**config.mk**
```make
export PLATFORM = sky130hd
export DESIGN_NAME = lms_trig
export DESIGN_NICKNAME = d
export VERILOG_FILES = /design/src/lms_pkg.sv /design/src/lms_trig.sv
export SDC_FILE = /design/constraint.sdc
export NUM_CORES = 1
export LEC_CHECK = 0
export ABC_AREA = 1
export CAP_MARGIN = 5
export CORE_UTILIZATION = 39
export DETAILED_ROUTE_END_ITERATION = 16
export DONT_BUFFER_PORTS = 1
export SETUP_SLACK_MARGIN = 0.1
export SYNTH_ARGS = -nofsm -noshare
export SYNTH_HDL_FRONTEND = slang
export SYNTH_SLANG_ARGS = --single-unit
export TNS_END_PERCENT = 1
```
**constraint.sdc**
```tcl
create_clock -name vclk -period 6.95
set_input_delay 0 -clock vclk [all_inputs]
set_output_delay 0 -clock vclk [all_outputs]
set_load 0.1 [all_outputs]
```
**src/lms_pkg.sv**
```systemverilog
// Package for the local maximum search block: sizes, command and register
// codes, controller states, point struct, the shift table and mask addressing.
// No dependencies.
package lms_pkg;

  localparam int NUM_ORIENT = 16;
  localparam int MAX_ROWS   = 128;
  localparam int MAX_COLS   = 128;
  localparam int MAX_HALF   = 8;
  localparam int WIN_SIDE   = 4 * MAX_HALF + 1;

  localparam int O_W       = $clog2(NUM_ORIENT);
  localparam int ROW_W     = $clog2(MAX_ROWS);
  localparam int COL_W     = $clog2(MAX_COLS);
  localparam int MAP_AW    = O_W + ROW_W + COL_W;
  localparam int MAP_DEPTH = NUM_ORIENT * MAX_ROWS * MAX_COLS;
  localparam int MASK_DEPTH = NUM_ORIENT * NUM_ORIENT * WIN_SIDE * WIN_SIDE;
  localparam int MASK_AW   = $clog2(MASK_DEPTH);

  typedef enum logic [2:0] {
    CMD_LOAD    = 3'd0,
    CMD_MASK    = 3'd1,
    CMD_SEARCH  = 3'd2,
    CMD_INHIBIT = 3'd3,
    CMD_READ    = 3'd4
  } cmd_t;

  typedef enum logic [2:0] {
    CFG_ROWS  = 3'd0,
    CFG_COLS  = 3'd1,
    CFG_HALF  = 3'd2,
    CFG_NRNG  = 3'd3,
    CFG_ORNG  = 3'd4
  } cfg_idx_t;

  typedef enum logic [2:0] {
    ST_IDLE,
    ST_READ,
    ST_SEARCH,
    ST_SDRAIN,
    ST_INHIBIT,
    ST_IDRAIN,
    ST_RESP
  } state_t;

  typedef struct packed {
    logic signed [10:0] x;
    logic signed [10:0] y;
    logic               inb;
  } lms_pt_t;

  // floor(m*cos(r*pi/16) + 1/2) for m = 0..7, 3-bit fields listed m = 7 down to 0
  function automatic logic [2:0] rnd_step(input logic [3:0] row, input logic [2:0] mag);
    logic [23:0] vec;
    case (row)
      4'd0:    vec = {3'd7, 3'd6, 3'd5, 3'd4, 3'd3, 3'd2, 3'd1, 3'd0};
      4'd1:    vec = {3'd7, 3'd6, 3'd5, 3'd4, 3'd3, 3'd2, 3'd1, 3'd0};
      4'd2:    vec = {3'd6, 3'd6, 3'd5, 3'd4, 3'd3, 3'd2, 3'd1, 3'd0};
      4'd3:    vec = {3'd6, 3'd5, 3'd4, 3'd3, 3'd2, 3'd2, 3'd1, 3'd0};
      4'd4:    vec = {3'd5, 3'd4, 3'd4, 3'd3, 3'd2, 3'd1, 3'd1, 3'd0};
      4'd5:    vec = {3'd4, 3'd3, 3'd3, 3'd2, 3'd2, 3'd1, 3'd1, 3'd0};
      4'd6:    vec = {3'd3, 3'd2, 3'd2, 3'd2, 3'd1, 3'd1, 3'd0, 3'd0};
      4'd7:    vec = {3'd1, 3'd1, 3'd1, 3'd1, 3'd1, 3'd0, 3'd0, 3'd0};
      default: vec = '0;
    endcase
    return vec[3*mag +: 3];
  endfunction

  // ((pair*33 + ox)*33 + oy), offsets already biased to 0..32
  function automatic logic [MASK_AW-1:0] mask_addr(input logic [7:0] pair,
                                                    input logic [5:0] ox,
                                                    input logic [5:0] oy);
    logic [13:0] t1;
    t1 = {1'b0, pair, 5'b0} + {6'b0, pair} + {8'b0, ox};
    return {t1, 5'b0} + {5'b0, t1} + {13'b0, oy};
  endfunction

endpackage

```
**src/lms_trig.sv**
```systemverilog
// Point generator: shifts a position along the normal of an orientation by
// a signed step count, using the rounded cos/sin table, and checks it against the image.
// Depends on lms_pkg.
module lms_trig (
  input  logic [3:0]        orient,
  input  logic signed [3:0] step,
  input  logic signed [9:0] pos_x,
  input  logic signed [9:0] pos_y,
  input  logic [7:0]        rows,
  input  logic [7:0]        cols,
  output lms_pkg::lms_pt_t  pt
);
  import lms_pkg::*;

  logic [3:0]        rc, rs, smag;
  logic              cneg, sneg;
  logic [2:0]        tc, ts;
  logic signed [4:0] dx, dy;

  always_comb begin
    sneg = step[3];
    smag = sneg ? 4'(-step) : step;
    cneg = (orient > 4'd8);
    rc   = cneg ? 4'(5'd16 - {1'b0, orient}) : orient;
    rs   = cneg ? 4'(orient - 4'd8) : 4'(4'd8 - orient);
    tc   = rnd_step(rc, smag[2:0]);
    ts   = rnd_step(rs, smag[2:0]);
    dx   = (cneg ^ sneg) ? -$signed({2'b0, tc}) : $signed({2'b0, tc});
    dy   = sneg ? -$signed({2'b0, ts}) : $signed({2'b0, ts});
    pt.x = $signed({pos_x[9], pos_x}) + $signed({{6{dx[4]}}, dx});
    pt.y = $signed({pos_y[9], pos_y}) + $signed({{6{dy[4]}}, dy});
    pt.inb = (pt.x >= 11'sd1) && (pt.x <= $signed({3'b0, rows})) &&
             (pt.y >= 11'sd1) && (pt.y <= $signed({3'b0, cols}));
  end
endmodule

```
==> impl_metrics.toml <==
[finish]
nets = 531
fill_cells = 661
multi_input_area_mm2 = 0.00207
seq_cell_count = 0
area_growth_pct = 7.26
ff_latch_area_um2 = 0
diodes = 0
clock_buffers = 0
drive_gt1_frac = 0.103

[setup_path]
startpoint_type = "input pin"
cp.required_ns = 6.95
cp.arrival_ns = 5.60
crit_type = "input pin to primary output"
cpPeakStageDelay_ns = 0.50
crit_fanout = 8
cp_common_cell = "nand2_1"
slowest_stage = "ha_1"
critPathCaptureType = "primary output"

[global_route]
grtUsageTotal = 0.175
top_usage_layer = "met2"
grt_pass1_vias = 2342
grt_use_met3 = 0.0125
grt.overflow.total = 0
met2_usage = 0.332
grt_pass1_wl_um = 9470
grt_max_degree = 16
use_met1 = 0.225
grt_antenna_before_repair = 0

[power_and_ir_drop]
power_frac_seq = 0
intPower_mw = 0.175
total_leakage_power_nw = 1.53
p_sw_mw = 0.635
peakVddDrop_mv = 0.192
power_frac_comb = 1.000
p_sw_frac = 0.784
powerDensity_mw_per_mm2 = 317
clkPwrFrac = 0

[route]
first_pass_iters = 4
routed_wl_um = 5680
first_iter_violations = 82
postRouteAntennaNets = 0
remaining_drc_errors = 0
wl_per_cell_um = 10.9
vias = 2616
viasPerCell = 5.03

[logic_synthesis]
syn_inst = 440
synth_nets = 524
ys_seq_area_frac = 0
yosysUniqueCellTypes = 39
ys_warn_count = 0
synthesis.area_mm2 = 0.00238
post_synth.cell_area_avg_um2 = 5.41

[timing]
timing.hold.ws_ns = 0.436
tns_ns = 0
slew_violations = 0
max_freq_ghz = 0.179
max_slew_margin = 0.244
period_minus_slack_ns = 5.60
rsz0062_at_grt = "no"
fin_crit_sh = 0.806
worst_slew_pin_slew_ns = 1.13
hold_viol = 0
setup_viol = 0

[floorplan]
row_count = 28
coreArea_mm2 = 0.00589
die-area_mm2 = 0.00642
fp.dieH_um = 80.1
io_pins = 67
start_util = 0.404
die_w_um = 80.1

[clock_network]
hold_buffers = 0
cts_resized = 0
cts_setup_buffers = 0

[place]
routabilityCongestion = 0.832
place_hpwl_um = 5040
io_buffers = 0

[flow_run]
max_cap_viol_count = 0

[worst_hold_path]
worst_hold_path_type = "input pin to primary output"

[run_status]
status = "complete, no violations"
[per-layer routing]
| metal | wire length (um) | vias to the layer above |
|---|---|---|
| met3 | 281 | 2 |
| met1 | 2780 | 1126 |
| li1 | - | 1437 |
| met5 | 0 | - |
| met2 | 2610 | 51 |
| met4 | 8 | 0 |
[final timing paths]
kind	from	to	slack, ns	depth (start not counted)
setup / recovery	orient[0]	pt[0]	1.35	32
hold / removal	pos_y[1]	pt[2]	0.44	2
[metrics by stage]
step	setup slack [ns]	util	cells	cell area, um^2	total power [mW]
5_1_grt	0.924	0.434	520	2550	0.880
6_report	1.35	0.434	520	2550	0.810
3_3_place_gp	1.50	0.434	520	2550	0.806
2_1_floorplan	0.649	-	440	2380	0.709
4_1_cts	1.38	0.434	520	2550	0.814
3_5_place_dp	1.41	0.434	520	2550	0.812
[cell usage in the layout (no fill, tap or decap), drive strengths merged]
master  synthesis  routed
or2             5       5
o211ai          1       1
o32ai           1       1
a31oi           3       3
nor4            2       2
nand3          38      38
a21o            1       1
nand3b          3       3
nor3            4       4
or3             1       1
a21oi          22      22
o21a            1       1
nand4          12      12
xnor2           1       1
nor2           42      42
o22ai           3       3
o31ai           1       1
fa              2       2
ha             38      38
nand2         132     132
a32oi           1       1
inv            88      88
a22oi           1       1
o21ai          25      25
xor2            7       7
buf             1       8
o21bai          2       2
[worst max-delay path: cells and delay by family]
kind            cells  cell delay [ns]
compound gates      7             1.44
simple gates       15             1.35
fa+ha+maj           6             1.83
buf+inv             3             0.76
xor+xnor            1             0.19
[layout make-up]
cell class	instances	share of cell area
Timing Repair Buffer	8	0.0235
Multi-Input combinational cell	349	0.809
Inverter	88	0.130
Tap cell	75	0.0368
[synth_stat cells, types with 2 or more instances]
| cell | count | area share |
|---|---|---|
| nand2_1 | 120 | 0.19 |
| inv_1 | 80 | 0.13 |
| nor2_1 | 41 | 0.065 |
| ha_1 | 38 | 0.20 |
| nand3_1 | 35 | 0.074 |
| o21ai_0 | 20 | 0.042 |
| a21oi_1 | 19 | 0.040 |
| nand4_1 | 11 | 0.029 |
| nand2_2 | 10 | 0.026 |
| inv_2 | 7 | 0.011 |
| xor2_1 | 7 | 0.026 |
| o21ai_1 | 5 | 0.011 |
| nor3_1 | 4 | 0.0084 |
| or2_2 | 4 | 0.011 |
| a21oi_2 | 3 | 0.011 |
| a31oi_1 | 3 | 0.0079 |
| nand3b_1 | 3 | 0.0095 |
| o22ai_1 | 3 | 0.0079 |
| clkbuf_1 | 2 | 0.0032 |
| fa_1 | 2 | 0.017 |
| nand2_4 | 2 | 0.0095 |
| nand3_2 | 2 | 0.0084 |
| nor4_1 | 2 | 0.0053 |
| o21bai_1 | 2 | 0.0063 |
[power by group through the flow]
stage | Clock [mW] | Sequential [mW] | Combinational, mW
finish | 0 | 0 | 0.810
CTS | 0 | 0 | 0.814
floorplan | 0 | 0 | 0.709
global route | 0 | 0 | 0.880
detailed placement | 0 | 0 | 0.812
global placement | 0 | 0 | 0.806
[logic make-up after synthesis]
kind of cell	after synthesis	synth area share
AO/OA/AOI/OAI	62	0.151
XOR/XNOR	8	0.0294
adder cells (fa/ha/maj)	40	0.217
buffers and inverters	91	0.146
AND/OR/NAND/NOR	239	0.457
(Power assumes the default switching activity.)
